## src/design/assert_macros.svh

```systemverilog
// Assertion macros shared by the blur core modules.
// Define NO_ASSERTIONS to compile the checks out; no other dependencies.
`ifndef ASSERT_MACROS_SVH
`define ASSERT_MACROS_SVH

`ifndef NO_ASSERTIONS

// Property must hold at every clock edge outside reset.
`define RGBB_ASSERT(label, clk, rst, prop, msg) \
   label: assert property (@(posedge clk) disable iff (rst) (prop)) else $error(msg);

// Consequent must hold in the same cycle as the antecedent.
`define RGBB_ASSERT_IMPL(label, clk, rst, ante, cons, msg) \
   label: assert property (@(posedge clk) disable iff (rst) (ante) |-> (cons)) else $error(msg);

// Consequent must hold in the cycle after the antecedent.
`define RGBB_ASSERT_NEXT(label, clk, rst, ante, cons, msg) \
   label: assert property (@(posedge clk) disable iff (rst) (ante) |=> (cons)) else $error(msg);

`else

`define RGBB_ASSERT(label, clk, rst, prop, msg)
`define RGBB_ASSERT_IMPL(label, clk, rst, ante, cons, msg)
`define RGBB_ASSERT_NEXT(label, clk, rst, ante, cons, msg)

`endif

`endif

```

## src/design/rgbb_pkg.sv

```systemverilog
// Shared types and constants of the RGB 5x5 blur core.
// No dependencies; imported by every module of the core.
`default_nettype none

package rgbb_pkg;

   localparam int KERNEL_SIZE = 5;
   localparam int KERNEL_TAPS = KERNEL_SIZE * KERNEL_SIZE;
   localparam int CENTER_TAP  = KERNEL_TAPS / 2;
   localparam int LINE_ROWS   = KERNEL_SIZE - 1;

   localparam int CHAN_BITS   = 8;
   localparam int CHANNELS    = 3;
   localparam int PIXEL_BITS  = CHAN_BITS * CHANNELS;
   localparam int WIDTH_BITS  = 12;
   localparam int HEIGHT_BITS = 13;
   localparam int WARM_BITS   = WIDTH_BITS + 2;
   localparam int SUM_BITS    = 13;
   localparam int RECIP_BITS  = 14;
   localparam int RECIP_SHIFT = 18;

   localparam int unsigned MAX_HEIGHT = 4096;

   localparam logic [WIDTH_BITS-1:0]  RESET_WIDTH  = 12'd640;
   localparam logic [HEIGHT_BITS-1:0] RESET_HEIGHT = 13'd480;

   // floor(x / 27) == (x * 9710) >> 18 for every x below 10082
   localparam logic [RECIP_BITS-1:0] RECIP_KERNEL_SUM = 14'd9710;
   localparam logic [CHAN_BITS-1:0]  CHAN_MAX         = 8'hFF;

   // diamond kernel, raster order, weights sum to 27
   localparam logic [2:0] BLUR_WEIGHT [KERNEL_TAPS] = '{
      3'd0, 3'd0, 3'd1, 3'd0, 3'd0,
      3'd0, 3'd1, 3'd3, 3'd1, 3'd0,
      3'd1, 3'd3, 3'd7, 3'd3, 3'd1,
      3'd0, 3'd1, 3'd3, 3'd1, 3'd0,
      3'd0, 3'd0, 3'd1, 3'd0, 3'd0
   };

   localparam logic KIND_PIXEL = 1'b0;
   localparam logic KIND_DRAIN = 1'b1;

   localparam logic REG_IMAGE_WIDTH  = 1'b0;
   localparam logic REG_IMAGE_HEIGHT = 1'b1;

   typedef logic [KERNEL_TAPS-1:0][CHAN_BITS-1:0] chan_window_type;
   typedef logic [LINE_ROWS-1:0][PIXEL_BITS-1:0]  column_word_type;

   typedef struct packed {
      logic emit;
      logic interior;
      logic last;
   } item_ctrl_type;

endpackage

`default_nettype wire

```

## src/design/rgbb_lane.sv

```systemverilog
// One color channel of the blur: weighted 5x5 sum, divide by 27, clamp.
// Depends on rgbb_pkg for the kernel weights and window type.
`default_nettype none

module rgbb_lane (
   input  wire                                clock,
   input  wire                                enable,
   input  rgbb_pkg::chan_window_type          window,
   output logic [rgbb_pkg::CHAN_BITS-1:0]     blur,
   output logic [rgbb_pkg::CHAN_BITS-1:0]     center
);
   import rgbb_pkg::*;

   localparam int PROD_BITS   = SUM_BITS + RECIP_BITS;
   localparam int SCALED_BITS = PROD_BITS - RECIP_SHIFT;

   logic [KERNEL_SIZE-1:0][SUM_BITS-1:0] row_sum_in;
   logic [KERNEL_SIZE-1:0][SUM_BITS-1:0] row_sum_ff;
   logic [SUM_BITS-1:0]    total_in;
   logic [SUM_BITS-1:0]    total_ff;
   logic [PROD_BITS-1:0]   product;
   logic [SCALED_BITS-1:0] scaled;
   logic [CHAN_BITS-1:0]   quot_in;
   logic [CHAN_BITS-1:0]   quot_ff;
   logic [CHAN_BITS-1:0]   center_s2_ff;
   logic [CHAN_BITS-1:0]   center_s3_ff;
   logic [CHAN_BITS-1:0]   center_s4_ff;

   // per kernel row partial sums
   always_comb begin
      for (int r = 0; r < KERNEL_SIZE; r++) begin
         row_sum_in[r] = '0;
         for (int c = 0; c < KERNEL_SIZE; c++) begin
            row_sum_in[r] = row_sum_in[r]
               + SUM_BITS'(window[r*KERNEL_SIZE+c]) * SUM_BITS'(BLUR_WEIGHT[r*KERNEL_SIZE+c]);
         end
      end
   end

   always_comb begin
      total_in = '0;
      for (int r = 0; r < KERNEL_SIZE; r++) begin
         total_in = total_in + row_sum_ff[r];
      end
   end

   assign product = PROD_BITS'(total_ff) * PROD_BITS'(RECIP_KERNEL_SUM);
   assign scaled  = product[PROD_BITS-1:RECIP_SHIFT];
   assign quot_in = (scaled > SCALED_BITS'(CHAN_MAX)) ? CHAN_MAX : scaled[CHAN_BITS-1:0];

   always_ff @(posedge clock) begin
      if (enable) begin
         row_sum_ff   <= row_sum_in;
         center_s2_ff <= window[CENTER_TAP];
         total_ff     <= total_in;
         center_s3_ff <= center_s2_ff;
         quot_ff      <= quot_in;
         center_s4_ff <= center_s3_ff;
      end
   end

   assign blur   = quot_ff;
   assign center = center_s4_ff;

endmodule

`default_nettype wire

```

## config.mk

```make
export PLATFORM = sky130hd
export DESIGN_NAME = rgbb_lane
export DESIGN_NICKNAME = d
export VERILOG_FILES = /design/src/design/assert_macros.svh /design/src/design/rgbb_pkg.sv /design/src/design/rgbb_lane.sv
export SDC_FILE = /design/constraint.sdc
export NUM_CORES = 1
export LEC_CHECK = 0
export ABC_AREA = 1
export BUFFER_PORTS_ARGS = -buffer_cell sky130_fd_sc_hd__buf_2
export CORE_MARGIN = 2
export CORE_UTILIZATION = 35
export CTS_CLUSTER_SIZE = 20
export DETAILED_ROUTE_END_ITERATION = 10
export SYNTH_ARGS = -nofsm -noshare
export SYNTH_HDL_FRONTEND = slang
export SYNTH_SLANG_ARGS = --single-unit
```

## constraint.sdc

```tcl
create_clock -name clock -period 12.4 [get_ports clock]
set_clock_uncertainty 0.15 [all_clocks]
set_input_delay 1.24 -clock clock [delete_from_list [all_inputs] [get_ports clock]]
set_output_delay 1.24 -clock clock [all_outputs]
set_load 0.1 [all_outputs]
```

# After elaboration in Yosys (flattened, before gate mapping)
# Cells that the tools add are included.
[totals] reg_bits=100 latch_bits=0 mem_bits_rw=0 rom_bits=0 input_bits=202 output_inout_bits=16 elab_cells=29 memories=0
[classes] n_addsub=12 n_mul=6 n_div=0 magnitude_cmp=1 n_eq_ne=0 n_shift=0 n_mux=0 n_bitwise=0 reduce_logical=0
[ops] op="multiplier 8 x 2 -> 10 bit, second input constant" count=4
[ops] op="adder 8 x 10 -> 11 bit" count=3
[ops] op="adder 13 bit" count=2
[ops] op="adder 13 x 8 -> 13 bit" count=2
[ops] op="multiplier 13 x 13 -> 26 bit, second input constant" count=1
[ops] op="adder 11 x 8 -> 12 bit" count=2
[ops] op="adder 12 x 10 -> 13 bit" count=1
[ops] op="adder 8 x 13 -> 13 bit" count=1
[ops] op="adder 11 x 11 -> 12 bit" count=1
[ops] op="multiplier 8 x 3 -> 11 bit, second input constant" count=1
[ops] op="greater-than comparator 9 x 8 -> 1 bit, second input constant" count=1

# Depth between registers and ports, before layout
# Gate-level depths: netlist of the first run.
[depth] word_depth=5 ltp_mapped=23 depth_no_buf=23

# Worst setup path before layout of the first run
# OpenSTA, ideal clock, no wires.
[synth_timing] path_type="input to register" start="input window[89] (netlist bit)" end="register row_sum_ff[34] (netlist bit), data pin" setup_ns=0.258 arrival_ns=4.590 required_ns=11.992 setup_slack_ns=7.402 stages=14 n_path_buf=0 cell_sequence="fa_1 inv_1 fa_1 inv_1 fa_1 fa_1 ha_1 inv_1 fa_1 o21ai_1 a21oi_1 nor2_1 nor2_1 xnor2_1"
[synth_lines] item="from (decl)" line_no="rgbb_lane.sv:8" source="input rgbb_pkg::chan_window_type window,"
[synth_lines] item="to (signal assigned)" line_no="rgbb_lane.sv:53" source="row_sum_ff <= row_sum_in;"
[synth_lines] item="to (decl)" line_no="rgbb_lane.sv:18" source="logic [KERNEL_SIZE-1:0][SUM_BITS-1:0] row_sum_ff;"

# Worst setup path after layout of the first run
[layout_timing] start="register total_ff[7]" end="register quot_ff[6], in the netlist blur[6], data pin"
[layout_via] elab_chain_cells=2
[layout_lines] item="from (decl)" line_no="rgbb_lane.sv:20" source="logic [SUM_BITS-1:0] total_ff;"
[layout_lines] item="from (signal assigned)" line_no="rgbb_lane.sv:55" source="total_ff <= total_in;"
[layout_lines] item="multiplier 13 x 13 -> 26 bit (*)" line_no="rgbb_lane.sv:47" source="assign product = PROD_BITS'(total_ff) * PROD_BITS'(RECIP_KERNEL_SUM);"
[layout_lines] item="greater-than comparator 9 x 8 -> 1 bit" line_no="rgbb_lane.sv:49" source="assign quot_in = (scaled > SCALED_BITS'(CHAN_MAX)) ? CHAN_MAX : scaled[CHAN_BITS-1:0];"
[layout_lines] item="to (signal assigned)" line_no="rgbb_lane.sv:57" source="quot_ff <= quot_in;"
[layout_lines] item="to (decl)" line_no="rgbb_lane.sv:24" source="logic [CHAN_BITS-1:0] quot_ff;"
# Mark *: on every way between the ends. The rest lies on a longest branch, timed or not.
# A chain may end at the register's enable or synchronous reset.

==> results.md, run 1 <==
- The Yosys warning count is 0.
- In the layout the commonest cells are sky130_fd_sc_hd__inv_1 (216), sky130_fd_sc_hd__fa_1 (178), sky130_fd_sc_hd__ha_1 (153), sky130_fd_sc_hd__nand2_1 (135), sky130_fd_sc_hd__buf_2 (120).
- The mean number of vias per cell is 4.55.
- The count of inserted antenna diode cells is 0.
- The number of setup buffers added after CTS is 0.
- After synthesis the netlist holds a flip-flop and latch count of 96.
- The final route contains 6892 vias.
- The top-level port count is 218.
- The worst register-to-register path ends at blur[6]$_SDFFCE_PN1P_.
- Once layout is done, the placed cells without fillers occupy 12300 um2.
- The total global-route track usage is 13.1%.
- The die is 180 um wide.
- The count of different cell masters after synthesis is 27.
- The via count of the first global-routing pass is 7650.
- The flow ran to the end, and the final reports show no timing, DRC or antenna violations.
- In this run the critical register-to-register path is launched from total_ff[7]$_DFFE_PP_.
- The category of the most critical setup path is reg2reg.
- The end of the critical path is blur[6]$_SDFFCE_PN1P_.
- The data required time of the worst path is 12340 ps.
- The CTS sink count is 96.
- After Yosys synthesis, and, or, nand and nor cells account for 8.58% of the synthesized area.
- The clock-pin slew on the worst setup and hold paths is 70 ps.
- The internal reg-to-reg setup slack is 7260 ps.
- The data arrival time of the critical path is 5090 ps.
- The floorplan step defined a die boundary enclosing 32400 um2.
- The chip height is 180 um.
- Multiplexer cells account for 0% of the synthesized area.
- The total wirelength of the detailed-routed design is 19600 um.
- The number of maximum-capacitance violations is 0.
- The utilization of the core after routing is 40.1%.
- The ratio of final minimum period to clock period is 41.5%.
- Once detailed placement completed, the half-perimeter wirelength came to 17000 um.
- The initial utilization of the core area, before any placement, comes to 35.5%.
- The adder-cell area share of the yosys netlist is 50.5%.
- Entering global routing, the biggest net connects 65 pins.
- The number of buffers created by CTS is 9.
- The worst path in the final design needs a cycle of 5140 ps, including I/O delays and setup.
- Along the worst path, the maximum fanout reaches 9.
- The tree is rooted in a sky130_fd_sc_hd__clkbuf_16.
- The dominant combinational cell family by area after synthesis is adder cells.
- The last weighted congestion value of the routability-driven placer is 0.856.
- The mapped cell area is 10800 um2.
- The net count after synthesis is 1513.
- The final total negative setup slack is 0 ps.
- The number of hold-slack violations in the final timing report is 0.
- In this run, the number of DRC markers left after iteration 0 of detailed routing was 260.
- The count of hold-fix buffers inserted at cts is 0.
- The worst slack on hold paths is 271 ps.
- The average size of a mapped cell is 11.1 um2.
- The nature of the critical path endpoint is a flip-flop.
- Summing the areas of all xor and xnor instances in the mapped netlist gives 2.75% of the synthesized area.
- The post-synthesis instance total is 980.
- In this run the worst hold path is classified as reg2reg.
- The sequential fraction of the synthesis area is 26.6%.
- The placeable core region is 30600 um2.
- Dividing the detail-routed wire length by the instance count gives 13.0 um.
- The later pin in the worst-skew pair is clocked with a latency of 350 ps.
- The H-tree depth reported by CTS is 3.
- The global-route wire length before repair is 35000 um.
- The remaining antenna violation count is 0.
- The startpoint type of the worst setup path is a flip-flop.
- The startpoint identified for the worst hold timing path is center_s3_ff[2]$_DFFE_PP_.
- Measured in cells, the most critical reg-to-reg path has a length of 19.
- The number of buffers on the longest clock path is 2.
- After the last flow step, the layout net total stands at 1646.
- The number of antenna violations at the first check in global routing is 2.
- The count of cells resized by post-cts repair is 0.
- The count of buffers added on input and output ports is 121.
- After detailed routing, the number of remaining DRC violations is 0.
- The worst pin sits at a relative slew slack of 48.5%.
- For the pin with the worst max-slew slack, the measured transition is 773 ps.
- The startpoint of the most critical setup path is total_ff[7]$_DFFE_PP_.
- The final number of max-transition violations is 0.
- The total congestion overflow after global routing is 0.
- The synthesized netlist devotes 4.10% of its cell area to compound gates.
- Cells with a size suffix above 1 make up 13.0% of the layout.
- Setup repair after global routing left no endpoint under its margin.
- The clock tree from TritonCTS is built.
- The floorplan has 64 rows.
- The maximum clock frequency is 194 MHz.
- Compared with the post-synthesis result, the final layout area differs by 13.1%.
- The most common cell after layout, fill and taps aside is sky130_fd_sc_hd__inv_1.
- Setup violations remaining at the end of the flow were counted as 0.
- The layout filler cell count is 3010.
- Summing all placed instances gives a cell area of 12000 um2.
- The first TritonRoute pass finished after 4 iterations.
-- state kept, by name, indices dropped and copies added (netlist names) --
| name | count |
|---|---|
| total_ff | 13 |
| row_sum_ff | 51 |
| blur | 8 |
| center_s2_ff | 8 |
| center_s3_ff | 8 |
| center | 8 |
-- metal layers --
| layer | up-vias | global-route usage (%) | wire length (um) |
|---|---|---|---|
| li1 | 3397 | - | - |
| met1 | 3352 | 16.2 | 8590 |
| met2 | 114 | 24.0 | 9880 |
| met3 | 25 | 2.53 | 785 |
| met4 | 4 | 2.65 | 346 |
| met5 | - | 0 | 20 |
-- cell families after synthesis --
family,Yosys count
buf+inv,216
xor+xnor,34
simple gates,223
compound gates,80
fa+ha+maj,331
flops,96
-- synthesized netlist by cell type (all sizes together) --
cell type	n	area share [%]
a211oi	2	0.14
a21boi	1	0.069
a21o	2	0.14
a21oi	46	2.1
a221oi	2	0.16
and2	1	0.058
edfxtp	96	27
fa	178	33
ha	153	18
inv	216	7.5
nand2	140	5.0
nand3	30	1.4
nand3b	1	0.069
nand4	10	0.58
nor2	38	1.3
nor3	2	0.092
o211ai	3	0.21
o21ai	19	0.91
o21bai	5	0.35
or2	1	0.058
xnor2	10	0.81
xor2	24	1.9
-- critical path, stage by stage (launching register included) --
cell and delay (ps):
sky130_fd_sc_hd__edfxtp_1 640, sky130_fd_sc_hd__fa_1 620, sky130_fd_sc_hd__inv_1 50, sky130_fd_sc_hd__fa_1 470, sky130_fd_sc_hd__fa_1 540, sky130_fd_sc_hd__inv_1 50, sky130_fd_sc_hd__fa_1 530, sky130_fd_sc_hd__inv_1 50
sky130_fd_sc_hd__fa_1 520, sky130_fd_sc_hd__inv_1 40, sky130_fd_sc_hd__ha_1 340, sky130_fd_sc_hd__nand2_2 80, sky130_fd_sc_hd__nor2_2 140, sky130_fd_sc_hd__nand2_1 100, sky130_fd_sc_hd__nor2_1 110, sky130_fd_sc_hd__nand2_1 80
sky130_fd_sc_hd__nand3_1 100, sky130_fd_sc_hd__nand2_2 60, sky130_fd_sc_hd__nand2_4 90, sky130_fd_sc_hd__nand3_1 100
-- stage by stage --
step / setup WS, ps / instances
after floorplan: 7400 / 980
after global placement: 7030 / 1498
after detailed placement: 6980 / 1498
after CTS: 7210 / 1514
after global routing: 6920 / 1514
final: 7260 / 1514
-- worst min path at each step --
stage	endpoint	slack, ps	depth (start not counted)
floorplan	center[0]$_DFFE_PP_	250	0
global placement	center_s3_ff[0]$_DFFE_PP_	250	0
detailed placement	center[4]$_DFFE_PP_	250	0
CTS	center[2]$_DFFE_PP_	270	0
global route	center[6]$_DFFE_PP_	280	0
finish	center[2]$_DFFE_PP_	270	0
-- cell type report --
cell class,count,area (um2),area share (%)
clock buffers,9,225,1.84
clock inverters,7,87.6,0.714
inverters,216,811,6.61
multi-input cells,668,7150,58.3
flip-flops and latches,96,2880,23.5
well taps,396,495,4.04
repair buffers,122,616,5.02
Power of run 1 is left out: the tool's default activity adds up to more than one toggle a clock period on the data nets, which glitch-free logic cannot reach.
==> inputs of run 2 (changes only) <==
==> constraint.sdc (replaced) <==
create_clock -name clock -period 4.8 [get_ports clock]
set_clock_uncertainty 0.15 [all_clocks]
set_input_delay 0.48 -clock clock [delete_from_list [all_inputs] [get_ports clock]]
set_output_delay 0.48 -clock clock [all_outputs]
set_load 0.1 [all_outputs]
==> results.md, run 2 (synthesis results as in run 1) <==
- The final number of max-transition violations is 0.
- The ratio of final minimum period to clock period is 97.2%.
- The count of hold-fix buffers inserted at cts is 0.
- After detailed routing, the total wire length is 20400 um.
- Of all nets on the critical path, the largest fanout is 8.
- The cell row count is 64.
- The detail route stage leaves a number of antenna-violating nets equal to 0.
- The via count of the first global-routing pass was 7795.
- The most common cell after layout, fill and taps aside is sky130_fd_sc_hd__inv_1.
- Data arrives at the worst endpoint at 4610 ps.
- The peak per-stage delay on the critical path is 530 ps.
- The remaining routing DRC violations is 0.
- Measured along the y axis, the die boundary spans 180 um.
- The register with the most flip-flops in the layout has 51 of them.
- The clock period could shrink to 4670 ps.
- The placeable core region is 30600 um2.
- The clock latency at the later pin of the worst-skew pair is 350 ps.
- The share of layout cells above drive strength 1 is 20.7%.
- The worst slew slack as a fraction of its limit is 50.2%.
- The number of port buffers is 121.
- The category of the most critical setup path is reg2reg.
- At the pin with the least slew margin, the transition time is 747 ps.
- Dividing the detail-routed wire length by the instance count gives 13.1 um.
- The library cells used most frequently in the layout, excluding fill and tap cells, are sky130_fd_sc_hd__inv_1 (207), sky130_fd_sc_hd__fa_1 (173), sky130_fd_sc_hd__ha_1 (139), sky130_fd_sc_hd__nand2_1 (121), sky130_fd_sc_hd__buf_2 (120).
- Across the run, the number of max-cap violations was 0.
- The area used by multi-input combinational logic is 7470 um2.
- The count of inserted antenna diode cells is 0.
- Setup violations remaining at the end of the flow were counted as 0.
- The horizontal die dimension is 180 um.
- Once placement finished, the instance area stood at 12200 um2.
- The die covers 32400 um2.
- Relative to the synthesized area, the layout overhead comes to 18.7%.
- The top-level port count is 218.
- The detailed placement HPWL is 17600 um.
- The run finished with clean final reports.
- The startpoint type of the worst setup path is a flip-flop.
- For this block, the initial DRC count from the detailed router was 149.
- Entering global routing, the biggest net connects 58 pins.
- The global-route wire length before repair is 35400 um.
- The nature of the critical path endpoint is a flip-flop.
- After the flow finishes, the layout carries non-filler instances totaling 1554.
- The library cell used as clock root buffer is sky130_fd_sc_hd__clkbuf_16.
- The mean number of vias per cell is 4.53.
- The number of antenna violations at the first check in global routing was 2.
- The maximum clock frequency is 214 MHz.
- The cell repeated most along the worst path is sky130_fd_sc_hd__inv_1.
- The layout filler cell count is 2961.
- The register containing the most flip-flops in the final layout is row_sum_ff.
- Summed over all layers, the global routing overflow is 0.
- In the final layout, flip-flops and latches occupy 2880 um2.
- The worst slack on hold paths is 149 ps.
- The number of hold-slack violations in the final timing report is 0.
- Clock-pin slew was measured on the worst setup and hold paths at 70 ps.
- The number of detailed-routing iterations run before antenna repair is 4.
- At the end of the flow, the number of nets in the layout was 1686.
- Summed over all failing endpoints, the final setup total negative slack is 0 ps.
- The H-tree depth reported by CTS is 3.
- For the worst setup path, the data required time is 4750 ps.
- TritonCTS built the clock tree.
- Traced cell by cell, the critical path runs through buf_4 -> fa_2 -> inv_1 -> fa_2 -> inv_2 -> ha_4 -> fa_1 -> inv_1 -> fa_1 -> inv_1 -> ha_4 -> a21oi_4 -> nand2_2 -> nand2_1 -> nand2_1 -> nand2_2 -> nand4_1 -> nand2_4 -> nand3_1.
- The count of vias placed by the detailed router is 7041.
- The clock net in this run drives a total of 96 sinks.
- The class of the tightest hold or removal check is in2reg.
- For this run, the total global-route usage over all layers was measured as 13.3%.
- The largest registers in the layout are row_sum_ff x51, total_ff x13.
- Buffers inserted during clock tree synthesis total 9.
- For this configuration, the core starts out at a cell density of 35.5%.
- The number of buffers on the longest clock path is 2.
- The slowest stage cell on the critical path is sky130_fd_sc_hd__fa_2.
- The number of cells in the design after placement is 1527.
- The finished cells cover 12900 um2.
- Routability-driven placement finished with a final weighted congestion of 0.845.
## run 2: changes by cell type in the layout (fill, tap and decap cells not counted), moves of 4 or more
cell                      previous run  this run
sky130_fd_sc_hd__inv_1             216       207
sky130_fd_sc_hd__fa_1              178       173
sky130_fd_sc_hd__ha_4                0        14
sky130_fd_sc_hd__nand3_1            30        25
sky130_fd_sc_hd__buf_6               0         5
sky130_fd_sc_hd__a21oi_1            46        42
sky130_fd_sc_hd__buf_4               2        37
sky130_fd_sc_hd__nand2_2             4        13
sky130_fd_sc_hd__nand2_4             1         6
sky130_fd_sc_hd__fa_2                0         5
sky130_fd_sc_hd__nand2_1           135       121
sky130_fd_sc_hd__ha_1              153       139
sky130_fd_sc_hd__nand3_2             0         5
sky130_fd_sc_hd__inv_2               0         9
## run 2: critical path: cells and delay by family, from the launching register on
family / cells / cell delay [ps]
compound gates: 1 / 190
fa+ha+maj: 6 / 2590
buf+inv: 5 / 400
flops: 1 / 460
simple gates: 7 / 640
## run 2: final timing paths
path	start	slack [ps]	to	cells after the start
hold reg to reg	center_s3_ff[7]$_DFFE_PP_	270	center[7]$_DFFE_PP_	0
hold / removal	window[23]	150	row_sum_ff[7]$_DFFE_PP_	1
setup / recovery	total_ff[7]$_DFFE_PP_	130	blur[6]$_SDFFCE_PN1P_	19
setup reg to reg	total_ff[7]$_DFFE_PP_	130	blur[6]$_SDFFCE_PN1P_	19
## run 2: cell type report
| cell class | instances | share of cell area [%] |
|---|---|---|
| Clock inverter | 6 | 0.389 |
| Inverter | 216 | 6.30 |
| Sequential cell | 96 | 22.4 |
| Tap cell | 396 | 3.85 |
| Timing Repair Buffer | 162 | 7.26 |
| Clock buffer | 10 | 1.78 |
| Multi-Input combinational cell | 668 | 58.0 |
## run 2: what timing repair did
item | 4_1_cts | 5_1_grt
setup buffers | 0 | 11
resized for setup | 7 | 63
setup endpoints to repair | 8 | 8
pin swaps | 1 | 31
## run 2: metrics by stage
step | util, % | setup WS (ps)
finish | 42.1 | 134
global route | 42.1 | -53.4
CTS | 40.8 | -8.74
detailed placement | 39.8 | -86.1
global placement | 39.8 | -81.3
floorplan | - | 7.60
## run 2: layer usage
layer	part of all wire [%]	track usage, %
met5	0.10	0
met4	0.88	2.29
met3	3.5	2.28
met2	52	25.0
met1	44	16.2
Power of run 2 is left out for the same reason.
