==> src/design/assert_macros.svh <==
// Assertion macros shared by the blur core modules.
// Define NO_ASSERTIONS to compile the checks out; no other dependencies.
`ifndef ASSERT_MACROS_SVH
`define ASSERT_MACROS_SVH

`ifndef NO_ASSERTIONS

// Property must hold at every clock edge outside reset.
`define RGBB_ASSERT(label, clk, rst, prop, msg) \
   label: assert property (@(posedge clk) disable iff (rst) (prop)) else $error(msg);

// Consequent must hold in the same cycle as the antecedent.
`define RGBB_ASSERT_IMPL(label, clk, rst, ante, cons, msg) \
   label: assert property (@(posedge clk) disable iff (rst) (ante) |-> (cons)) else $error(msg);

// Consequent must hold in the cycle after the antecedent.
`define RGBB_ASSERT_NEXT(label, clk, rst, ante, cons, msg) \
   label: assert property (@(posedge clk) disable iff (rst) (ante) |=> (cons)) else $error(msg);

`else

`define RGBB_ASSERT(label, clk, rst, prop, msg)
`define RGBB_ASSERT_IMPL(label, clk, rst, ante, cons, msg)
`define RGBB_ASSERT_NEXT(label, clk, rst, ante, cons, msg)

`endif

`endif

==> src/design/rgbb_pkg.sv <==
// Shared types and constants of the RGB 5x5 blur core.
// No dependencies; imported by every module of the core.
`default_nettype none

package rgbb_pkg;

   localparam int KERNEL_SIZE = 5;
   localparam int KERNEL_TAPS = KERNEL_SIZE * KERNEL_SIZE;
   localparam int CENTER_TAP  = KERNEL_TAPS / 2;
   localparam int LINE_ROWS   = KERNEL_SIZE - 1;

   localparam int CHAN_BITS   = 8;
   localparam int CHANNELS    = 3;
   localparam int PIXEL_BITS  = CHAN_BITS * CHANNELS;
   localparam int WIDTH_BITS  = 12;
   localparam int HEIGHT_BITS = 13;
   localparam int WARM_BITS   = WIDTH_BITS + 2;
   localparam int SUM_BITS    = 13;
   localparam int RECIP_BITS  = 14;
   localparam int RECIP_SHIFT = 18;

   localparam int unsigned MAX_HEIGHT = 4096;

   localparam logic [WIDTH_BITS-1:0]  RESET_WIDTH  = 12'd640;
   localparam logic [HEIGHT_BITS-1:0] RESET_HEIGHT = 13'd480;

   // floor(x / 27) == (x * 9710) >> 18 for every x below 10082
   localparam logic [RECIP_BITS-1:0] RECIP_KERNEL_SUM = 14'd9710;
   localparam logic [CHAN_BITS-1:0]  CHAN_MAX         = 8'hFF;

   // diamond kernel, raster order, weights sum to 27
   localparam logic [2:0] BLUR_WEIGHT [KERNEL_TAPS] = '{
      3'd0, 3'd0, 3'd1, 3'd0, 3'd0,
      3'd0, 3'd1, 3'd3, 3'd1, 3'd0,
      3'd1, 3'd3, 3'd7, 3'd3, 3'd1,
      3'd0, 3'd1, 3'd3, 3'd1, 3'd0,
      3'd0, 3'd0, 3'd1, 3'd0, 3'd0
   };

   localparam logic KIND_PIXEL = 1'b0;
   localparam logic KIND_DRAIN = 1'b1;

   localparam logic REG_IMAGE_WIDTH  = 1'b0;
   localparam logic REG_IMAGE_HEIGHT = 1'b1;

   typedef logic [KERNEL_TAPS-1:0][CHAN_BITS-1:0] chan_window_type;
   typedef logic [LINE_ROWS-1:0][PIXEL_BITS-1:0]  column_word_type;

   typedef struct packed {
      logic emit;
      logic interior;
      logic last;
   } item_ctrl_type;

endpackage

`default_nettype wire

==> src/design/rgbb_merge.sv <==
// Merge stage: picks blurred or passed-through pixel and holds the result
// channel in an output register plus skid register. Depends on rgbb_pkg.
`default_nettype none

`include "assert_macros.svh"

module rgbb_merge (
   input  wire                               clock,
   input  wire                               reset,
   input  wire                               in_valid,
   input  rgbb_pkg::item_ctrl_type           in_ctrl,
   input  wire  [rgbb_pkg::PIXEL_BITS-1:0]   blur_pixel,
   input  wire  [rgbb_pkg::PIXEL_BITS-1:0]   center_pixel,
   output logic                              in_ready,
   output logic                              rsp_tvalid,
   input  wire                               rsp_tready,
   output logic [rgbb_pkg::PIXEL_BITS-1:0]   rsp_tdata,
   output logic                              rsp_tlast
);
   import rgbb_pkg::*;

   logic [PIXEL_BITS-1:0] pick;
   logic                  push;
   logic                  pop;

   logic                  out_valid_ff, out_valid_in;
   logic [PIXEL_BITS-1:0] out_data_ff, out_data_in;
   logic                  out_last_ff, out_last_in;
   logic                  skid_valid_ff, skid_valid_in;
   logic [PIXEL_BITS-1:0] skid_data_ff, skid_data_in;
   logic                  skid_last_ff, skid_last_in;

   assign pick     = in_ctrl.interior ? blur_pixel : center_pixel;
   assign in_ready = !skid_valid_ff;
   assign push     = in_valid && in_ctrl.emit && in_ready;
   assign pop      = out_valid_ff && rsp_tready;

   always_comb begin
      out_valid_in  = out_valid_ff;
      out_data_in   = out_data_ff;
      out_last_in   = out_last_ff;
      skid_valid_in = skid_valid_ff;
      skid_data_in  = skid_data_ff;
      skid_last_in  = skid_last_ff;
      if (skid_valid_ff) begin
         if (pop) begin
            out_data_in   = skid_data_ff;
            out_last_in   = skid_last_ff;
            skid_valid_in = 1'b0;
         end
      end else if (push) begin
         if (!out_valid_ff || pop) begin
            out_valid_in = 1'b1;
            out_data_in  = pick;
            out_last_in  = in_ctrl.last;
         end else begin
            skid_valid_in = 1'b1;
            skid_data_in  = pick;
            skid_last_in  = in_ctrl.last;
         end
      end else if (pop) begin
         out_valid_in = 1'b0;
      end
   end

   always_ff @(posedge clock) begin
      if (reset) begin
         out_valid_ff  <= 1'b0;
         skid_valid_ff <= 1'b0;
      end else begin
         out_valid_ff  <= out_valid_in;
         skid_valid_ff <= skid_valid_in;
      end
   end

   always_ff @(posedge clock) begin
      out_data_ff  <= out_data_in;
      out_last_ff  <= out_last_in;
      skid_data_ff <= skid_data_in;
      skid_last_ff <= skid_last_in;
   end

   assign rsp_tvalid = out_valid_ff;
   assign rsp_tdata  = out_data_ff;
   assign rsp_tlast  = out_last_ff;

   `RGBB_ASSERT_IMPL(a_skid_behind_out, clock, reset, skid_valid_ff, out_valid_ff, "skid holds a result while the output register is empty")
   `RGBB_ASSERT_IMPL(a_skid_fill_on_stall, clock, reset, $rose(skid_valid_ff), $past(out_valid_ff && !rsp_tready), "skid filled without a stalled output")

endmodule

`default_nettype wire

==> config.mk <==
export PLATFORM = sky130hd
export DESIGN_NAME = rgbb_merge
export DESIGN_NICKNAME = d
export VERILOG_FILES = /design/src/design/rgbb_pkg.sv /design/src/design/rgbb_merge.sv
export VERILOG_INCLUDE_DIRS = /design/src /design/src/design
export SDC_FILE = /design/constraint.sdc
export NUM_CORES = 1
export LEC_CHECK = 0
export ABC_AREA = 1
export BUFFER_PORTS_ARGS = -buffer_cell sky130_fd_sc_hd__buf_2
export CELL_PAD_IN_SITES_DETAIL_PLACEMENT = 0
export CELL_PAD_IN_SITES_GLOBAL_PLACEMENT = 1
export CORE_ASPECT_RATIO = 1.25
export CORE_MARGIN = 2
export CORE_UTILIZATION = 39
export CTS_BUF_LIST = sky130_fd_sc_hd__clkbuf_4
export DETAILED_ROUTE_END_ITERATION = 16
export HOLD_SLACK_MARGIN = 0.15
export PLACE_DENSITY_LB_ADDON = 0.1
export SKIP_LAST_GASP = 1
export SYNTH_ARGS = -nofsm -noshare
export SYNTH_HDL_FRONTEND = slang
export SYNTH_SLANG_ARGS = --single-unit
==> constraint.sdc <==
create_clock -name clock -period 3.03 [get_ports clock]
set_input_delay 0.303 -clock clock [delete_from_list [all_inputs] [get_ports clock]]
set_output_delay 0.303 -clock clock [all_outputs]
set_load 0.005 [all_outputs]
# Word-level counts from Yosys, hierarchy flattened
# Index checks and enable logic that the tools add are counted.
word_totals:
  reg_bits: 52
  input_bits: 55
  output_inout_bits: 27
  wordCells: 38
op_classes:
  n_eq_ne: 2
  muxes: 16
  n_bitwise: 2
  n_reduce_logical: 12
op_table:
  columns: ["op", "n"]
  rows:
  - ["$mux W24", 5]
  - ["$mux W1", 11]
  - ["$reduce_and A3 Y1", 3]
  - ["$reduce_bool A2 Y1", 3]
  - ["$logic_and A1 B1 Y1", 3]
  - ["$logic_not A1 Y1", 2]
  - ["$ne A2 B1 Y1 const B", 1]
  - ["$ne A2 B2 Y1 const B", 1]
  - ["$not A1 Y1", 2]
  - ["$logic_or A1 B1 Y1", 1]

# Depth between registers and ports, before layout
# Gate-level depths: netlist (run 1).
logic_depth:
  ltp_word: 5
  ltp_mapped: 6

# Worst setup path after synthesis (run 1)
# Ideal clock, no wire load.
synth_timing:
  kind: "register to register"
  from: "register skid_valid_ff"
  to: "register out_data_ff[0] (netlist: rsp_tdata[0]), enable pin"
  arrival_ns: 1.839
  path_slack_ns: 0.775
  path_stages_with_launch: 4
  synth_period_minus_slack_ns: 2.255
  cell_sequence: "dfxtp_1 -> buf_2 -> nand2_1 -> a21oi_1"
synth_between:
  elab_chain_len: 4
  word_cells_on_any_way: 6
  cone_classes: "1 x eq/ne; 5 x reduce/logical"
synth_lines:
  columns: ["element", "line_no", "rtl"]
  rows:
  - ["from (decl)", "rgbb_merge.sv:29", "logic skid_valid_ff, skid_valid_in;"]
  - ["from (signal assigned)", "rgbb_merge.sv:72", "skid_valid_ff <= skid_valid_in;"]
  - ["$logic_not A1 Y1", "rgbb_merge.sv:34", "assign in_ready = !skid_valid_ff;"]
  - ["$logic_and A1 B1 Y1", "rgbb_merge.sv:35", "assign push = in_valid && in_ctrl.emit && in_ready;"]
  - ["$reduce_bool A2 Y1 (no line)", null, null]
  - ["$reduce_and A3 Y1 (no line) (*)", null, null]
  - ["to (signal assigned)", "rgbb_merge.sv:77", "out_data_ff <= out_data_in;"]
  - ["to (decl)", "rgbb_merge.sv:27", "logic [PIXEL_BITS-1:0] out_data_ff, out_data_in;"]
# Mark *: on every way between the ends. The rest lies on a longest branch, timed or not.
# A chain may end at the register's enable or synchronous reset.

# Final worst setup path (run 1)
layout_timing:
  from: "register skid_valid_ff"
  to: "output port in_ready"
layout_between:
  elab_chain_len: 1
layout_lines:
  columns: ["element", "line_no", "rtl"]
  rows:
  - ["$logic_not A1 Y1", "rgbb_merge.sv:34", null]
  - ["to (decl)", "rgbb_merge.sv:14", "output logic in_ready,"]
# No other way between the ends.

==> impl_metrics.toml, run 1 <==
[outcome]
status = "completed"

[critical_path]
r2r_slack_ns = 1.34
crit_required_ns = 2.73
endpoint_kind = "output pin"
r2r-end = "skid_data_ff[11]"
critical_path.max_stage_delay_ns = 0.35
cpMostUsedCell = "buf_4"
crit_chain = "buf_4, clkinv_1, buf_4, buf_2"
r2r_cells = 4
path_max_fanout = 28
start_kind = "flop"
worst_path_max_delay_cell = "dfxtp_1"
worstSetupPathType = "reg2out"
crit_arrival_ns = 1.56
worstReg2RegStart = "rsp_tvalid"

[floorplanning]
io_pins = 82
die_h_um = 91.3
dieArea_um2 = 6740
die_width_um = 73.8
rows = 31
start_util_pct = 40.6
core_um2 = 5860

[route]
wl_mm = 4.36
firstDrtPassIters = 4
first_iter_violations = 76
post_drt_via_cell_ratio = 4.27
wl_per_cell_um = 11.1
num_vias = 1679
drc = 0
antenna_left = 0

[final_layout]
antennaDiodeCount = 0
finalNonFillerCells = 393
finalInstanceArea_um2 = 2900
areaGrowthSynthToFinish_pct = 21.8
n_fill_cell = 568
layout-drive-gt1-share_pct = 37.9
fin_nets = 366
final_core_util_pct = 49.4

[synthesis]
ys_async_sr_fraction_pct = 0
yosys-top-cells-count = "nand2_1 (99), edfxtp_1 (50), inv_1 (29)"
yosys.area.top_type_share_pct = 63.2
synth_flop_cell = "edfxtp_1"
syn-num-nets = 282
yosysMostFrequentCell = "nand2_1"
synth_edf_count = 50
synth_cell_types = 16
ys_seq_area_share_pct = 64.8
ys_ff_latch = 52
synth_area_leader_cell = "edfxtp_1"
syn-cell-area_um2 = 2380
syn_inst = 227
ys.warnings.count = 0
synth_area_per_cell_um2 = 10.5
synthTopCellsByArea = "edfxtp_1 (63%), nand2_1 (16%), o21ai_2 (7.4%)"

[worst_hold_path]
hold_depth = 3
whs_endpoint = "skid_data_ff[4]"
min_path_type = "in2reg"
min_from = "blur_pixel[4]"

[clock_network]
cts_sinks = 52
htreeDepth = 2
clk_path_buf_depth = 2
post_cts_buffers = 0
clock-root-buffer = "clkbuf_4"
cts_buffers = 5
clock_latency_ns = 0.36
path_clk_slew_ns = 0.14
cts_tree = "done"
cts_resized = 0
cts_hold_buf = 2

[sta]
rsz0062_at_grt = "no"
fin_ws_ns = 1.16
setup_violations = 0
min_period_ns = 1.87
finalHoldViolCount = 0
maxSlewViolCount = 0
final.period_utilization_pct = 61.6
worst_pin_slew_ns = 0.956
setup_tns_ns = 0
fin_skew_ns = 0.0131
max_freq_mhz = 535
hold_ws_ns = 0.227
max_slew_margin_pct = 36.2

[power_and_ir_drop]
power_leakage_nw = 1.36
total_power_mw = 1.26
vdd_drop_max_mv = 0.251
powerDensity_nw_per_um2 = 435

[grt]
grt_pass1_wl_mm = 7.02
grt_max_degree = 30
antenna_found_initial = 0
grt_overflow = 0
grt_usage_pct = 13.8
grt_pass1_vias = 1512

[placement]
io_buffers = 81
post-place-ws_ns = 1.23
placed_area_um2 = 2830
gp_congestion = 0.696
dp_hpwl_mm = 3.01
placed_cells = 384

[run]
max_cap_viol_count = 0
layout make-up:
type	instances	area, µm²	area share, %
Sequential cell	52	1540	53.2
Timing Repair Buffer	87	455	15.7
Tap cell	82	103	3.54
Inverter	30	113	3.89
Multi-Input combinational cell	135	638	22.0
Clock buffer	5	37.5	1.30
Clock inverter	2	7.51	0.259
cell usage in the layout (no fill, tap or decap), drive strengths merged:
| cell type | count |
|---|---|
| a21oi | 2 |
| dfxtp | 2 |
| dlygate4sd3 | 2 |
| nor2 | 1 |
| buf | 85 |
| edfxtp | 50 |
| inv | 29 |
| clkbuf | 5 |
| nand3 | 2 |
| nand2 | 106 |
| clkinv | 3 |
| o21ai | 24 |
how the worst max path moves through the flow:
stage / cells after the start / start / endpoint / slack (ns)
floorplan: 3 / skid_valid_ff / rsp_tdata[0] / 0.78
global route: 4 / skid_valid_ff / in_ready / 1.01
finish: 4 / skid_valid_ff / in_ready / 1.16
detailed placement: 6 / rsp_tready / skid_data_ff[7] / 1.23
CTS: 4 / skid_valid_ff / in_ready / 1.13
global placement: 6 / rsp_tready / skid_data_ff[7] / 1.23
critical path, delay by kind of cell (launching register included):
family / cells / cell delay [ns]
flip-flops: 1 / 0.35
buffers and inverters: 4 / 0.86
registers in the layout (all words and copies together), names as in the netlist:
register	flops
rsp_tdata	24
rsp_tlast	1
rsp_tvalid	1
skid_data_ff	24
skid_last_ff	1
skid_valid_ff	1
report_power, final:
part | switching, mW | internal [mW]
logic | 0.0866 | 0.0691
clock network | 0.197 | 0.0816
registers | 0.00572 | 0.820
total | 0.289 | 0.971
kinds of logic after synthesis:
logic type | synth area share, %
compound gates | 8.63
buf+inv | 8.47
flops | 64.8
simple gates | 18.1
routing by layer:
metal | GRT usage, % | part of all wire (%) | routed length [µm]
met1 | 17.1 | 43 | 1890
met2 | 22.8 | 49 | 2150
met3 | 3.77 | 5.6 | 243
met4 | 4.85 | 1.8 | 77
met5 | 0 | 0 | 0
No activity file was read; power rests on OpenSTA's default activity.
==> run 2, diff against run 1 <==
--- a/config.mk
+++ b/config.mk
@@ -6,13 +6,13 @@
 export SDC_FILE = /design/constraint.sdc
 export NUM_CORES = 1
 export LEC_CHECK = 0
-export ABC_AREA = 1
+export ABC_AREA = 0
 export BUFFER_PORTS_ARGS = -buffer_cell sky130_fd_sc_hd__buf_2
 export CELL_PAD_IN_SITES_DETAIL_PLACEMENT = 0
 export CELL_PAD_IN_SITES_GLOBAL_PLACEMENT = 1
 export CORE_ASPECT_RATIO = 1.25
 export CORE_MARGIN = 2
-export CORE_UTILIZATION = 39
+export CORE_UTILIZATION = 38
 export CTS_BUF_LIST = sky130_fd_sc_hd__clkbuf_4
 export DETAILED_ROUTE_END_ITERATION = 16
 export HOLD_SLACK_MARGIN = 0.15
==> constraint.sdc (replaced) <==
create_clock -name clock -period 1.6 [get_ports clock]
set_input_delay 0.16 -clock clock [delete_from_list [all_inputs] [get_ports clock]]
set_output_delay 0.16 -clock clock [all_outputs]
set_load 0.005 [all_outputs]
==> run 2 against run 1 <==
Effect of this change: non-clock buffer count up 53; combinational power grew to 3.0 times the previous value; register-to-register slack lost 1.2 ns; total power up 110%; sequential share of layout area decreased by 9.3 points; clock-buffer cell count increased by 1; critical path depth unchanged; highest routed layer unchanged; sequential power grew 90%; cell area up 21%; synthesized cell count decreased by 49%; die area is 2.0% higher; flip-flop and latch count stayed put.
==> impl_metrics.toml, run 2 <==
[final_layout]
final_common_cell = "buf_2"
finalInstanceArea_um2 = 3510
layout-drive-gt1-share_pct = 57.0
antennaDiodeCount = 0
fin_nets = 313
n_fill_cell = 524
areaGrowthSynthToFinish_pct = 48.4
finalNonFillerCells = 343
final_core_util_pct = 57.6
mostFrequentLayoutCells = "buf_2 (81), dlygate4sd3_1 (54), edfxtp_1 (50), mux2_4 (40), mux2_2 (9)"

[route]
post_drt_via_cell_ratio = 4.42
drc = 0
num_vias = 1517
firstDrtPassIters = 4
wl_mm = 4.76
antenna_left = 0
first_iter_violations = 86
wl_per_cell_um = 13.9

[power_and_ir_drop]
comb_power_share_pct = 18.2
powerDensity_nw_per_um2 = 742
clock_power_share_pct = 21.5
vdd_drop_max_mv = 0.397
total_power_mw = 2.60
seqPwrFrac_pct = 60.2
p_sw_mw = 0.544
p_int_mw = 2.06
swShare_pct = 20.9
power_leakage_nw = 1.51

[critical_path]
r2r_cells = 3
worst_path_max_delay_cell = "dlygate4sd3_1"
cpMostUsedCell = "dlygate4sd3_1"
crit_end = "skid_data_ff[9]"
cp.depth = 4
worstReg2RegStart = "rsp_tvalid"
worstSetupPathType = "in2reg"
crit_chain = "dlygate4sd3_1, buf_2, mux2_4, dlygate4sd3_1"
path_buf_inv = 3
crit_arrival_ns = 1.68
critical_path.startpoint = "center_pixel[9]"
critical_path.max_stage_delay_ns = 0.56
crit_required_ns = 1.72
path_delay_family = "buffers and inverters"
r2r-end = "skid_valid_ff"
path_max_fanout = 2
start_kind = "input pin"
endpoint_kind = "flop"
r2r_slack_ns = 0.13

[grt]
grt_usage_pct = 14.2
grt_pass1_vias = 1596
grt_max_degree = 26
grt_pass1_wl_mm = 7.36
antenna_found_initial = 0
grt_overflow = 0

[clock_network]
clock_latency_ns = 0.35
cts_buffers = 5
clk_path_buf_depth = 2
htreeDepth = 2
path_clk_slew_ns = 0.14
cts_sinks = 52
cts_tree = "done"
post_cts_buffers = 0
cts_hold_buf = 54
clock-root-buffer = "clkbuf_4"
cts_resized = 0

[synthesis]
ys_seq_area_share_pct = 65.2
yosys-top-cells-count = "edfxtp_1 (50), mux2_4 (40), mux2_2 (9)"
synth_area_leader_cell = "edfxtp_1"
ys.warnings.count = 0
synth_edf_count = 50
synthTopCellsByArea = "edfxtp_1 (63%), mux2_4 (25%), mux2_2 (4.3%)"
syn_inst = 116
syn-cell-area_um2 = 2360
synth_flop_cell = "edfxtp_1"
ys_ff_latch = 52
yosysMostFrequentCell = "edfxtp_1"
syn-num-nets = 171
synth_area_per_cell_um2 = 20.4
yosys.area.top_type_share_pct = 63.5
synth_cell_types = 16
ys_async_sr_fraction_pct = 0

[sta]
min_period_ns = 1.56
setup_tns_ns = 0
max_slew_margin_pct = 84.0
fin_skew_ns = 0.00862
setup_violations = 0
final.period_utilization_pct = 97.6
worst_pin_slew_ns = 0.240
max_freq_mhz = 640
maxSlewViolCount = 0
finalHoldViolCount = 0
rsz0062_at_grt = "no"

[floorplanning]
rows = 32
io_pins = 82
dieArea_um2 = 6870
die_width_um = 74.6
start_util_pct = 38.9
die_h_um = 92.2
core_um2 = 6090

[worst_hold_path]
min_path_type = "in2reg"

[placement]
gp_congestion = 0.699
placed_cells = 282
placed_area_um2 = 2920
dp_hpwl_mm = 2.99
io_buffers = 81

[run]
max_cap_viol_count = 0

[outcome]
status = "completed"
==> run 2: area by class of cell <==
type / count / area [µm²] / area share [%]
sequential: 52 / 1540 / 44.0
timing repair buffer: 140 / 1020 / 29.1
multi-input combinational: 57 / 778 / 22.2
tap: 85 / 106 / 3.03
clock buffer: 6 / 45.0 / 1.28
inverter: 2 / 10.0 / 0.285
clock inverter: 1 / 5.00 / 0.143
==> run 2: power by group through the flow <==
stage          logic [mW]  registers [mW]  clock network, mW
2_1_floorplan       0.216            1.60                  0
3_3_place_gp        0.344            1.60                  0
3_5_place_dp        0.356            1.60                  0
4_1_cts             0.478            1.57              0.590
5_1_grt             0.512            1.57              0.640
6_report            0.475            1.57              0.561
==> run 2: cells by family after synthesis <==
kind of cell	share of synthesized area, %
multiplexers	29.7
flip-flops	65.2
buffers and inverters	3.12
AND/OR/NAND/NOR	0.899
AO/OA/AOI/OAI	1.11
==> run 2: metal layers <==
metal | track usage (%) | wire length [µm] | part of all wire [%]
met3 | 3.96 | 248 | 5.2
met1 | 16.1 | 1900 | 40
met2 | 25.3 | 2510 | 53
met4 | 4.46 | 102 | 2.1
met5 | 0 | 0 | 0
==> run 2: tightest hold or removal path: cells and delay by family <==
kind	cells	cell delay [ns]
mux	2	0.25
buf+inv	1	0.08
==> run 2: metrics by stage <==
stage,setup slack (ns),hold slack (ns)
finish,0.0377,0.232
global route,0.0339,0.201
CTS,0.0978,0.211
detailed placement,0.226,0.347
global placement,0.254,0.334
floorplan,-0.269,0.229
==> run 2: worst min-delay path by stage <==
stage	startpoint	to	slack (ns)	depth (start not counted)
after floorplan	reset	rsp_tvalid	0.23	1
after global placement	reset	rsp_tvalid	0.33	2
after detailed placement	reset	skid_valid_ff	0.35	2
after CTS	blur_pixel[7]	rsp_tdata[7]	0.21	3
after global routing	center_pixel[4]	rsp_tdata[4]	0.20	3
final	center_pixel[6]	rsp_tdata[6]	0.23	3
==> run 3, diff against run 2 <==
--- a/config.mk
+++ b/config.mk
@@ -10,9 +10,9 @@
 export BUFFER_PORTS_ARGS = -buffer_cell sky130_fd_sc_hd__buf_2
 export CELL_PAD_IN_SITES_DETAIL_PLACEMENT = 0
 export CELL_PAD_IN_SITES_GLOBAL_PLACEMENT = 1
-export CORE_ASPECT_RATIO = 1.25
+export CORE_ASPECT_RATIO = 1.75
 export CORE_MARGIN = 2
-export CORE_UTILIZATION = 38
+export CORE_UTILIZATION = 46
 export CTS_BUF_LIST = sky130_fd_sc_hd__clkbuf_4
 export DETAILED_ROUTE_END_ITERATION = 16
 export HOLD_SLACK_MARGIN = 0.15
==> constraint.sdc (replaced) <==
create_clock -name clock -period 1.8 [get_ports clock]
set_input_delay 0.18 -clock clock [delete_from_list [all_inputs] [get_ports clock]]
set_output_delay 0.18 -clock clock [all_outputs]
set_load 0.005 [all_outputs]
==> run 3 against run 2 <==
Effect of this change: cell area down 2.2%; wire length down 2.9%; total power down 11%; clock power down 11%; register-to-register slack better by 0.18 ns; largest power group unchanged; highest routed layer unchanged.
==> impl_metrics.toml, run 3 (synthesis gave the netlist of run 2 again) <==
[outcome]
status = "completed"

[sta]
hold_ws_ns = 0.247
fin_skew_ns = 0.0137
max_freq_mhz = 627
maxSlewViolCount = 0
max_slew_margin_pct = 76.5
min_period_ns = 1.60
final.period_utilization_pct = 88.7
finalHoldViolCount = 0
worst_pin_slew_ns = 0.353
setup_violations = 0
rsz0062_at_grt = "no"

[clock_network]
cts_sinks = 52
clock_latency_ns = 0.36
clock-root-buffer = "clkbuf_4"
cts_tree = "done"
cts_buffers = 5
path_clk_slew_ns = 0.14
cts_resized = 0
htreeDepth = 2
clk_path_buf_depth = 2

[route]
drc = 0
first_iter_violations = 15
num_vias = 1475
antenna_left = 0
firstDrtPassIters = 2
wl_per_cell_um = 14.9
wl_mm = 4.62
post_drt_via_cell_ratio = 4.74

[final_layout]
final_common_cell = "buf_2"
layout-drive-gt1-share_pct = 56.4
finalInstanceArea_um2 = 3430
areaGrowthSynthToFinish_pct = 45.0
regArea_um2 = 1540
n_fill_cell = 337
final_core_util_pct = 68.9
multi_input_area_um2 = 778
mostFrequentLayoutCells = "buf_2 (81), dlygate4sd3_1 (53), edfxtp_1 (50), mux2_4 (40), mux2_2 (9)"
fin_nets = 311
antennaDiodeCount = 0
finalNonFillerCells = 311

[critical_path]
r2r_cells = 4
crit_arrival_ns = 1.42
start_kind = "flop"
worstSetupPathType = "reg2out"
path_max_fanout = 19
endpoint_kind = "output pin"
crit_required_ns = 1.62
r2r-end = "skid_data_ff[6]"
r2r_slack_ns = 0.31
worstReg2RegStart = "skid_valid_ff"

[floorplanning]
dieArea_um2 = 5750
core_um2 = 4980
rows = 34
die_h_um = 98.9
die_width_um = 58.2
start_util_pct = 47.5
io_pins = 82

[placement]
gp_congestion = 0.715
placed_cells = 250
dp_hpwl_mm = 2.89
io_buffers = 81
placed_area_um2 = 2850

[grt]
grt_usage_pct = 17.5
grt_pass1_wl_mm = 7.47
grt_busiest_layer = "met2"
groute.layer.met3.usage_pct = 3.41
grt_overflow = 0
use_met1_pct = 20.3
grt_pass1_vias = 1577
grt_util_met2_pct = 31.3
grt_max_degree = 26
antenna_found_initial = 0

[power_and_ir_drop]
total_power_mw = 2.31
vdd_drop_max_mv = 0.611
power_leakage_nw = 1.50
powerDensity_nw_per_um2 = 674

[worst_hold_path]
min_from = "center_pixel[5]"
whs_endpoint = "rsp_tdata[5]"
min_path_type = "in2reg"
hold_depth = 3

[run]
max_cap_viol_count = 0
run 3: how the worst max path moves through the flow:
stage / depth (start not counted) / start / endpoint / slack [ns]
2_1_floorplan: 4 / skid_valid_ff / rsp_tdata[0] / -0.07
3_3_place_gp: 4 / in_ctrl[1] / rsp_tdata[3] / 0.35
3_5_place_dp: 4 / in_ctrl[1] / rsp_tdata[4] / 0.32
4_1_cts: 3 / skid_valid_ff / in_ready / 0.16
5_1_grt: 3 / skid_valid_ff / in_ready / 0.11
6_report: 3 / skid_valid_ff / in_ready / 0.20
run 3: layout make-up:
class / instances / area share [%]
Sequential cell: 52 / 45.0
Clock buffer: 6 / 1.31
Timing Repair Buffer: 138 / 28.5
Tap cell: 54 / 1.97
Clock inverter: 2 / 0.219
Multi-Input combinational cell: 57 / 22.7
Inverter: 2 / 0.292
run 3: stage by stage:
step / worst slack (ns) / setup TNS, ns
2_1_floorplan: -0.0686 / -1.83
3_3_place_gp: 0.352 / 0
3_5_place_dp: 0.322 / 0
4_1_cts: 0.164 / 0
5_1_grt: 0.114 / 0
6_report: 0.204 / 0
run 3: worst max-delay path, cell delays in order, from the launching register on:
cell     delay (ns)
dfxtp_2        0.38
inv_4          0.13
buf_4          0.36
buf_2          0.19
run 3: per-layer routing:
metal / vias up / part of all wire [%] / routed length, µm
met1: 684 / 40 / 1850
met4: 0 / 1.6 / 74
met3: 5 / 4.6 / 213
met5: - / 0 / 0
met2: 50 / 54 / 2480
li1: 736 / - / -
run 3: power breakdown:
group          switching, mW  internal (mW)  leakage, nW
clock network          0.340          0.161       0.0307
logic                  0.135          0.284        0.990
registers             0.0105           1.38        0.476
total                  0.485           1.83         1.50
run 3: what timing repair did:
item,in CTS,in global routing
buffers inserted,0,0
endpoints found under the hold margin,28,0
hold buffers,53,0
